--- config.mk ---
export PLATFORM = sky130hd
export DESIGN_NAME = shifting_queue_with_search
export DESIGN_NICKNAME = d
export VERILOG_FILES = /design/src/hdl/sqs_pkg.sv /design/src/hdl/sqs_cell.sv /design/src/hdl/sqs_chain.sv /design/src/hdl/shifting_queue_with_search.sv
export VERILOG_INCLUDE_DIRS = /design/src /design/src/hdl
export SDC_FILE = /design/constraint.sdc
export NUM_CORES = 2
export LEC_CHECK = 0
export BUFFER_PORTS_ARGS = -buffer_cell sky130_fd_sc_hd__clkbuf_2
export CORE_ASPECT_RATIO = 1.4
export CORE_MARGIN = 2
export CORE_UTILIZATION = 24
export CTS_BUF_LIST = sky130_fd_sc_hd__clkbuf_2
export DETAILED_ROUTE_END_ITERATION = 16
export MAX_ROUTING_LAYER = met4
export PLACE_DENSITY_LB_ADDON = 0.2
export SYNTH_ARGS = -nofsm -noshare
export SYNTH_HDL_FRONTEND = slang
export SYNTH_SLANG_ARGS = --single-unit
--- constraint.sdc ---
create_clock -name clk -period 16.7 [get_ports clk]
set_clock_uncertainty 0.2 [all_clocks]
set_input_delay 0.835 -clock clk [delete_from_list [all_inputs] [get_ports clk]]
set_output_delay 0.835 -clock clk [all_outputs]
set_load 0.005 [all_outputs]
--- src/hdl/shifting_queue_with_search_macros.svh ---
// Assertion macros for the shifting queue with search.
// Used by modules that check their own control logic; expects clk and arst_n in scope.
`ifndef SHIFTING_QUEUE_WITH_SEARCH_MACROS_SVH
`define SHIFTING_QUEUE_WITH_SEARCH_MACROS_SVH

// property must hold at every clock edge out of reset
`define SQS_ASSERT(lbl, prop, msg) \
	lbl: assert property (@(posedge clk) disable iff (!arst_n) (prop)) else $error(msg);

// condition must never be seen at a clock edge out of reset
`define SQS_NEVER(lbl, cond, msg) \
	lbl: assert property (@(posedge clk) disable iff (!arst_n) !(cond)) else $error(msg);

`endif

--- src/hdl/sqs_pkg.sv ---
// Shared types and constants for the shifting queue with search.
// No dependencies.
package sqs_pkg;

	localparam int DEPTH = 16;
	localparam int DATA_W = 32;
	localparam int IDX_W = $clog2(DEPTH);
	localparam int CNT_W = $clog2(DEPTH + 1);
	localparam int ACT_W = 3;
	localparam int STAT_W = 2;
	localparam int S_DATA_W = ((DATA_W + 7) / 8) * 8;
	localparam int M_DATA_W = ((DATA_W + 2 * CNT_W + 7) / 8) * 8;

	typedef logic signed [DATA_W-1:0] word_t;
	typedef logic [IDX_W-1:0] idx_t;
	typedef logic [CNT_W-1:0] cnt_t;

	typedef enum logic [ACT_W-1:0] {
		ACT_INSERT   = 3'd0,
		ACT_DELETE   = 3'd1,
		ACT_SEARCH   = 3'd2,
		ACT_LIST     = 3'd3,
		ACT_LIST_REV = 3'd4
	} action_t;

	typedef enum logic [STAT_W-1:0] {
		STAT_OK       = 2'd0,
		STAT_FULL     = 2'd1,
		STAT_EMPTY    = 2'd2,
		STAT_NOTFOUND = 2'd3
	} status_t;

	typedef enum logic {
		ST_IDLE = 1'b0,
		ST_RUN  = 1'b1
	} state_t;

	// controls broadcast to every cell
	typedef struct packed {
		logic wr;    // write tail cell selected by occupancy
		logic del;   // drop head, everything moves one cell toward the head
		logic load;  // copy entries into scan row and compare against key
		logic dn;    // scan row moves toward the head
		logic up;    // scan row moves toward the tail
	} cell_ctl_t;

endpackage

--- src/hdl/sqs_cell.sv ---
// One queue cell: stored entry plus a scan copy with its match flag.
// Depends on sqs_pkg.
module sqs_cell (
	input  logic              clk,
	input  sqs_pkg::cell_ctl_t ctl,
	input  logic              wr_sel,
	input  logic              in_range,
	input  sqs_pkg::word_t    wr_data,
	input  sqs_pkg::word_t    key,
	input  sqs_pkg::word_t    nbr_entry,
	input  sqs_pkg::word_t    nbr_scan_dn,
	input  logic              nbr_hit_dn,
	input  sqs_pkg::word_t    nbr_scan_up,
	output sqs_pkg::word_t    entry,
	output sqs_pkg::word_t    scan,
	output logic              hit
);
	import sqs_pkg::*;

	word_t entry_q;
	word_t scan_q;
	logic  hit_q;

	always_ff @(posedge clk) begin
		if (ctl.del) begin
			entry_q <= nbr_entry;
		end else if (ctl.wr && wr_sel) begin
			entry_q <= wr_data;
		end
	end

	always_ff @(posedge clk) begin
		if (ctl.load) begin
			scan_q <= entry_q;
			hit_q  <= in_range && (entry_q == key);
		end else if (ctl.dn) begin
			scan_q <= nbr_scan_dn;
			hit_q  <= nbr_hit_dn;
		end else if (ctl.up) begin
			scan_q <= nbr_scan_up;
		end
	end

	assign entry = entry_q;
	assign scan  = scan_q;
	assign hit   = hit_q;

endmodule

--- src/hdl/sqs_chain.sv ---
// Row of DEPTH queue cells, head at cell 0, with head and tail taps.
// Depends on sqs_pkg and sqs_cell.
module sqs_chain (
	input  logic               clk,
	input  sqs_pkg::cell_ctl_t ctl,
	input  sqs_pkg::cnt_t      occ,
	input  sqs_pkg::word_t     wr_data,
	input  sqs_pkg::word_t     key,
	output sqs_pkg::word_t     head_entry,
	output sqs_pkg::word_t     head_scan,
	output logic               head_hit,
	output logic               hit_rest,
	output sqs_pkg::word_t     tail_scan
);
	import sqs_pkg::*;

	word_t entry_w [DEPTH];
	word_t scan_w  [DEPTH];
	logic  [DEPTH-1:0] hit_w;
	cnt_t  tail_cnt;
	idx_t  tail_idx;

	for (genvar i = 0; i < DEPTH; i++) begin : g_cell
		word_t nbr_entry;
		word_t nbr_scan_dn;
		logic  nbr_hit_dn;
		word_t nbr_scan_up;

		if (i == DEPTH - 1) begin : g_tail
			assign nbr_entry   = entry_w[i];
			assign nbr_scan_dn = '0;
			assign nbr_hit_dn  = 1'b0;
		end else begin : g_mid
			assign nbr_entry   = entry_w[i+1];
			assign nbr_scan_dn = scan_w[i+1];
			assign nbr_hit_dn  = hit_w[i+1];
		end

		if (i == 0) begin : g_head
			assign nbr_scan_up = '0;
		end else begin : g_nhead
			assign nbr_scan_up = scan_w[i-1];
		end

		sqs_cell u_cell (
			.clk        (clk),
			.ctl        (ctl),
			.wr_sel     (occ == CNT_W'(i)),
			.in_range   (CNT_W'(i) < occ),
			.wr_data    (wr_data),
			.key        (key),
			.nbr_entry  (nbr_entry),
			.nbr_scan_dn(nbr_scan_dn),
			.nbr_hit_dn (nbr_hit_dn),
			.nbr_scan_up(nbr_scan_up),
			.entry      (entry_w[i]),
			.scan       (scan_w[i]),
			.hit        (hit_w[i])
		);
	end

	// reverse listing reads the cell at occupancy - 1; the row moves up past it
	assign tail_cnt = occ - CNT_W'(1);
	assign tail_idx = tail_cnt[IDX_W-1:0];

	assign head_entry = entry_w[0];
	assign head_scan  = scan_w[0];
	assign head_hit   = hit_w[0];
	assign hit_rest   = |hit_w[DEPTH-1:1];
	assign tail_scan  = scan_w[tail_idx];

endmodule

--- src/hdl/shifting_queue_with_search.sv ---
// Bounded in-order queue of up to DEPTH (16) signed 32-bit words, head at
// position 1. One item is taken at a time. Insert, delete, and search or list
// on an empty queue give one result once the output register is free.
// Search and list walk a scan copy of the queue through the cell row, one
// position per cycle while the output register is free (search stops after
// its last hit); output back-pressure stalls the walk. The next item is taken
// the cycle after the last result is loaded into the output register.
// Actions 5 to 7 are dropped with no result. Depends on sqs_pkg and sqs_chain.
module shifting_queue_with_search (
	input  logic                         clk,
	input  logic                         arst_n,
	input  logic                         s_axis_tvalid,
	output logic                         s_axis_tready,
	input  logic [sqs_pkg::S_DATA_W-1:0] s_axis_tdata,  // data_value
	input  logic [sqs_pkg::ACT_W-1:0]    s_axis_tuser,  // action
	output logic                         m_axis_tvalid,
	input  logic                         m_axis_tready,
	output logic [sqs_pkg::M_DATA_W-1:0] m_axis_tdata,  // value, position, match_count
	output logic [sqs_pkg::STAT_W-1:0]   m_axis_tuser,  // status
	output logic                         m_axis_tlast   // last
);
	import sqs_pkg::*;

	`include "shifting_queue_with_search_macros.svh"

	state_t    state_q, state_nxt;
	action_t   act_q;
	cnt_t      occ_q;
	idx_t      idx_q;
	cnt_t      match_cnt_q;
	word_t     ins_q;

	logic      in_fire;
	logic      act_ok;
	logic      slot_free;
	cell_ctl_t ctl;
	logic      emit;
	logic      done;
	logic      cnt_inc;
	status_t   r_status;
	word_t     r_value;
	cnt_t      r_pos;
	cnt_t      r_cnt;
	logic      r_last;
	cnt_t      pos1;

	word_t     in_value;
	word_t     head_entry;
	word_t     head_scan;
	logic      head_hit;
	logic      hit_rest;
	word_t     tail_scan;

	logic                m_valid_q;
	logic [M_DATA_W-1:0] m_data_q;
	status_t             m_status_q;
	logic                m_last_q;

	assign in_value      = s_axis_tdata[DATA_W-1:0];
	assign act_ok        = (s_axis_tuser <= ACT_W'(ACT_LIST_REV));
	assign s_axis_tready = (state_q == ST_IDLE);
	assign in_fire       = s_axis_tvalid && s_axis_tready;
	assign slot_free     = !m_valid_q || m_axis_tready;
	assign pos1          = CNT_W'(idx_q) + CNT_W'(1);

	sqs_chain u_chain (
		.clk       (clk),
		.ctl       (ctl),
		.occ       (occ_q),
		.wr_data   (ins_q),
		.key       (in_value),
		.head_entry(head_entry),
		.head_scan (head_scan),
		.head_hit  (head_hit),
		.hit_rest  (hit_rest),
		.tail_scan (tail_scan)
	);

	// Insert writes the value latched on the bus: tready is low in RUN, so
	// the data is held by the source only until accept; keep a copy.
	always_ff @(posedge clk) begin
		if (in_fire) begin
			ins_q <= in_value;
		end
	end

	always_comb begin
		ctl      = '0;
		emit     = 1'b0;
		done     = 1'b0;
		cnt_inc  = 1'b0;
		r_status = STAT_OK;
		r_value  = '0;
		r_pos    = '0;
		r_cnt    = '0;
		r_last   = 1'b0;
		ctl.load = in_fire && act_ok;
		if (state_q == ST_RUN && slot_free) begin
			if (occ_q == '0 && act_q != ACT_INSERT) begin
				emit     = 1'b1;
				done     = 1'b1;
				r_last   = 1'b1;
				r_status = STAT_EMPTY;
			end else begin
				unique case (act_q)
					ACT_INSERT: begin
						emit   = 1'b1;
						done   = 1'b1;
						r_last = 1'b1;
						if (occ_q < CNT_W'(DEPTH)) begin
							ctl.wr = 1'b1;
						end else begin
							r_status = STAT_FULL;
						end
					end
					ACT_DELETE: begin
						emit    = 1'b1;
						done    = 1'b1;
						r_last  = 1'b1;
						r_value = head_entry;
						ctl.del = 1'b1;
					end
					ACT_SEARCH: begin
						ctl.dn = 1'b1;
						if (head_hit) begin
							emit    = 1'b1;
							cnt_inc = 1'b1;
							r_value = head_scan;
							r_pos   = pos1;
							if (!hit_rest) begin
								r_last = 1'b1;
								r_cnt  = match_cnt_q + CNT_W'(1);
								done   = 1'b1;
							end
						end else if (!hit_rest && match_cnt_q == '0) begin
							// nothing left to find
							emit     = 1'b1;
							done     = 1'b1;
							r_last   = 1'b1;
							r_status = STAT_NOTFOUND;
						end
					end
					ACT_LIST: begin
						emit    = 1'b1;
						ctl.dn  = 1'b1;
						r_value = head_scan;
						r_pos   = pos1;
						r_last  = (pos1 == occ_q);
						done    = r_last;
					end
					ACT_LIST_REV: begin
						emit    = 1'b1;
						ctl.up  = 1'b1;
						r_value = tail_scan;
						r_pos   = occ_q - CNT_W'(idx_q);
						r_last  = (pos1 == occ_q);
						done    = r_last;
					end
					default: begin
						done = 1'b1;
					end
				endcase
			end
		end
	end

	always_comb begin
		state_nxt = state_q;
		unique case (state_q)
			ST_IDLE: begin
				if (in_fire && act_ok) begin
					state_nxt = ST_RUN;
				end
			end
			ST_RUN: begin
				if (done) begin
					state_nxt = ST_IDLE;
				end
			end
			default: begin
				state_nxt = ST_IDLE;
			end
		endcase
	end

	always_ff @(posedge clk or negedge arst_n) begin
		if (!arst_n) begin
			state_q     <= ST_IDLE;
			act_q       <= ACT_INSERT;
			occ_q       <= '0;
			idx_q       <= '0;
			match_cnt_q <= '0;
		end else begin
			state_q <= state_nxt;
			if (in_fire && act_ok) begin
				act_q       <= action_t'(s_axis_tuser);
				idx_q       <= '0;
				match_cnt_q <= '0;
			end else begin
				if (ctl.dn || ctl.up) begin
					idx_q <= idx_q + IDX_W'(1);
				end
				if (cnt_inc) begin
					match_cnt_q <= match_cnt_q + CNT_W'(1);
				end
			end
			if (ctl.wr) begin
				occ_q <= occ_q + CNT_W'(1);
			end else if (ctl.del) begin
				occ_q <= occ_q - CNT_W'(1);
			end
		end
	end

	always_ff @(posedge clk or negedge arst_n) begin
		if (!arst_n) begin
			m_valid_q <= 1'b0;
		end else if (emit) begin
			m_valid_q <= 1'b1;
		end else if (m_axis_tready) begin
			m_valid_q <= 1'b0;
		end
	end

	always_ff @(posedge clk) begin
		if (emit) begin
			m_data_q   <= M_DATA_W'({r_cnt, r_pos, r_value});
			m_status_q <= r_status;
			m_last_q   <= r_last;
		end
	end

	assign m_axis_tvalid = m_valid_q;
	assign m_axis_tdata  = m_data_q;
	assign m_axis_tuser  = m_status_q;
	assign m_axis_tlast  = m_last_q;

	`SQS_NEVER(a_occ_max, occ_q > CNT_W'(DEPTH), "occupancy above capacity")
	`SQS_ASSERT(a_occ_src, occ_q != $past(occ_q) |-> $past(ctl.wr || ctl.del), "occupancy moved without insert or delete")
	`SQS_ASSERT(a_last_idle, emit && r_last |=> state_q == ST_IDLE, "final result did not end the item")
	`SQS_ASSERT(a_scan_rng, state_q == ST_RUN && occ_q != '0 && (ctl.dn || ctl.up) |-> pos1 <= occ_q, "scan ran past occupancy")

endmodule
==> impl_metrics.yaml <==
run_status:
  status: "completed"
detailed_routing:
  drtPass1Iterations: 8
  antenna_left: 0
  drt_iter0_markers: 5152
  wl_met2_um: 131000
  wl_um: 269000
  wl_per_cell_um: 31.4
  top_layer: "met4"
  viasPerCell: 5.13
  wl_met3_um: 16600
  route.detailed.drc: 0
  wl_met1_um: 103000
  vias: 44023
cells_and_area:
  fill_cells: 26066
  layout-drive-gt1-share_pct: 16.9
  seq_area_um2: 34000
  nets: 5143
  multi_input_area_um2: 23500
  area_growth_pct: 11.1
critical_path:
  worstPathRequired_ns: 17.55
  timing.critical_path.buf_inv: 4
  critPathLaunchType: "flip-flop"
  cp_cell_sequence: "inv_1, ha_4, or4b_1, nand3_1, a21o_1, nand2_4, buf_4, buf_4, buf_12"
  end_kind: "flip-flop"
  cpPeakStageDelay_ns: 0.90
  cp.arrival_ns: 6.80
  cpMaxStageDelayCell: "dfrtp_1"
  critPathKind: "reg2reg"
  crit_fanout: 143
  cpMostUsedCell: "buf_4"
  path_delay_family: "buffers and inverters"
floorplan:
  die-area_um2: 251000
  fp.dieH_um: 593
  start_util_pct: 24.1
  fp.dieW_um: 424
  ios: 92
  row_count: 216
  core_region_area_um2: 247000
sta:
  min_period_over_period_pct: 35.6
  worstMarginPinSlew_ns: 1.39
  whs_ns: 0.198
  tns_ns: 0
  hold_viol_final: 0
  max_freq_ghz: 0.168
  max-slew-margin-rel_pct: 6.20
  finalMaxSlewViolations: 0
  period_needed_ns: 5.95
  rsz0062_at_grt: "false"
  setup_viol: 0
yosys:
  ys.flop_type: "edfxtp_1"
  netlist_instances: 4963
  async_reset_ff_share_pct: 1.67
  ys_seq_area_share_pct: 57.3
  yosysTopAreaCellShare_pct: 56.5
  synth_area_leaders: "edfxtp_1 56%, nand2_1 6.3%, a21o_1 6.1%, mux4_2 4.9%, xor2_1 4.2%"
  netlist_area_um2: 59400
  synth_common_cells: "1117 x edfxtp_1, 998 x nand2_1, 484 x a21o_1, 289 x a22oi_1, 286 x xor2_1"
  yosys_register_bits: 1136
  ys_warn_count: 0
  synth_area_per_cell_um2: 12.0
  synth_area_leader_cell: "edfxtp_1"
  synth-edff-count: 1117
  synth_cell_types: 67
  yosysMostFrequentCell: "edfxtp_1"
pwr:
  power_density_nw_per_um2: 182
  ir_worst_vdd_mv: 0.102
  leakage_uw: 0.0251
cts:
  hold_buffers: 47
  cts_resized: 0
  cts_root_buffer: "clkbuf_2"
  cts_buffers: 306
  h-tree-depth: 5
  cts_tree: "built"
  cts.sinks: 1136
  path_clk_slew_ns: 0.13
  insertion_delay_ns: 1.57
  cts_max_path_buffers: 4
  postCtsSetupRepairBufs: 0
global_route:
  grt_util_all_layers_pct: 21.5
  grt_antenna_before_repair: 18
  grt_pass1_wl_um: 368000
  grt_pass1_vias: 43331
  grt_max_degree: 153
  gr-total-overflow: 0
hold_path:
  holdCritPathClass: "reg2reg"
placed_design:
  portBuffers: 85
  place_congestion: 0.955
  dp_hpwl_um: 188000
run:
  cap_violations: 0
## final timing paths
check	startpoint	end	slack, ns	cells after the start
max in group asynchronous	arst_n	occ_q[0]	15.15	3
worst min register to register	ins_q[30]	u_chain.g_cell[15].u_cell.entry[30]	0.20	0
worst max-delay path	occ_q[1]	u_chain.g_cell[14].u_cell.scan[17]	10.75	9
worst min-delay path	ins_q[30]	u_chain.g_cell[15].u_cell.entry[30]	0.20	0
min in group asynchronous	arst_n	match_cnt_q[1]	0.37	3
worst max register to register	occ_q[1]	u_chain.g_cell[14].u_cell.scan[17]	10.75	9
## kinds of logic (layout without fill, tap and decap cells)
kind of cell	after synthesis	after routing	synth area share [%]
buf+inv	438	757	3.55
other cells	1	23	0.00632
fa+ha+maj	13	13	0.287
simple gates	1522	1522	11.1
flops	1136	1136	57.3
mux	192	192	6.00
xor+xnor	534	534	7.89
compound gates	1127	1127	13.9
## per-layer routing
layer  track usage (%)  up-vias
met1              25.1    22612
met3              3.12      478
met2              35.2     2122
met5                 -        -
li1                  -    18811
met4              12.9        0
## sequential cells by signal, summed over array words and instances, names as in the netlist
name and flops:
m_axis_tuser 2, m_axis_tlast 1, u_chain.g_cell.u_cell.entry 512, m_axis_tvalid 1, occ_q 5, match_cnt_q 5
state_q 1, m_axis_tdata 42, u_chain.g_cell.u_cell.scan 512, idx_q 4, u_chain.g_cell.u_cell.hit 16, act_q 3
ins_q 32
## placed cells by master (no fill, tap or decap), drive strengths merged, types with 32 or more instances in the layout
cell type       n
a21o          484
a22o           66
a22oi         289
a31oi         193
buf           104
clkbuf        540
clkinv         41
dlygate4sd3    47
edfxtp       1117
mux2           32
mux2i          32
mux4          128
nand2         998
nand3          52
nand4          80
nor2          223
nor2b          39
nor4           88
o31ai          37
xnor2         247
xor2          287
## per-stage QoR
| step | cells | setup slack, ns | total power, µW | utilization (%) | cell area (µm²) |
|---|---|---|---|---|---|
| final | 8574 | 10.75 | 12000 | 26.7 | 66000 |
| after global routing | 8572 | 10.47 | 12500 | 26.7 | 66000 |
| after CTS | 8557 | 10.82 | 12000 | 26.7 | 65900 |
| after detailed placement | 8006 | 10.91 | 9980 | 25.5 | 63000 |
| after global placement | 8006 | 11.03 | 9930 | 25.5 | 63000 |
| after floorplan | 4968 | 2.30 | 8120 | - | 59400 |
## cell type report
type	count	share of cell area [%]
Antenna cell	17	0.0645
Clock buffer	455	3.45
Clock inverter	49	0.305
Inverter	17	0.101
Multi-Input combinational cell	3394	35.7
Sequential cell	1136	51.6
Tap cell	3270	6.20
Timing Repair Buffer	236	2.64
## power by group
group / internal [µW] / leakage [µW] / switching [µW] / total [µW]
combinational: 1670 / 0.0125 / 3160 / 4830
sequential: 4380 / 0.0106 / 767 / 5150
clock: 711 / 0.00199 / 1300 / 2010
No activity file was read; power rests on OpenSTA's default activity.
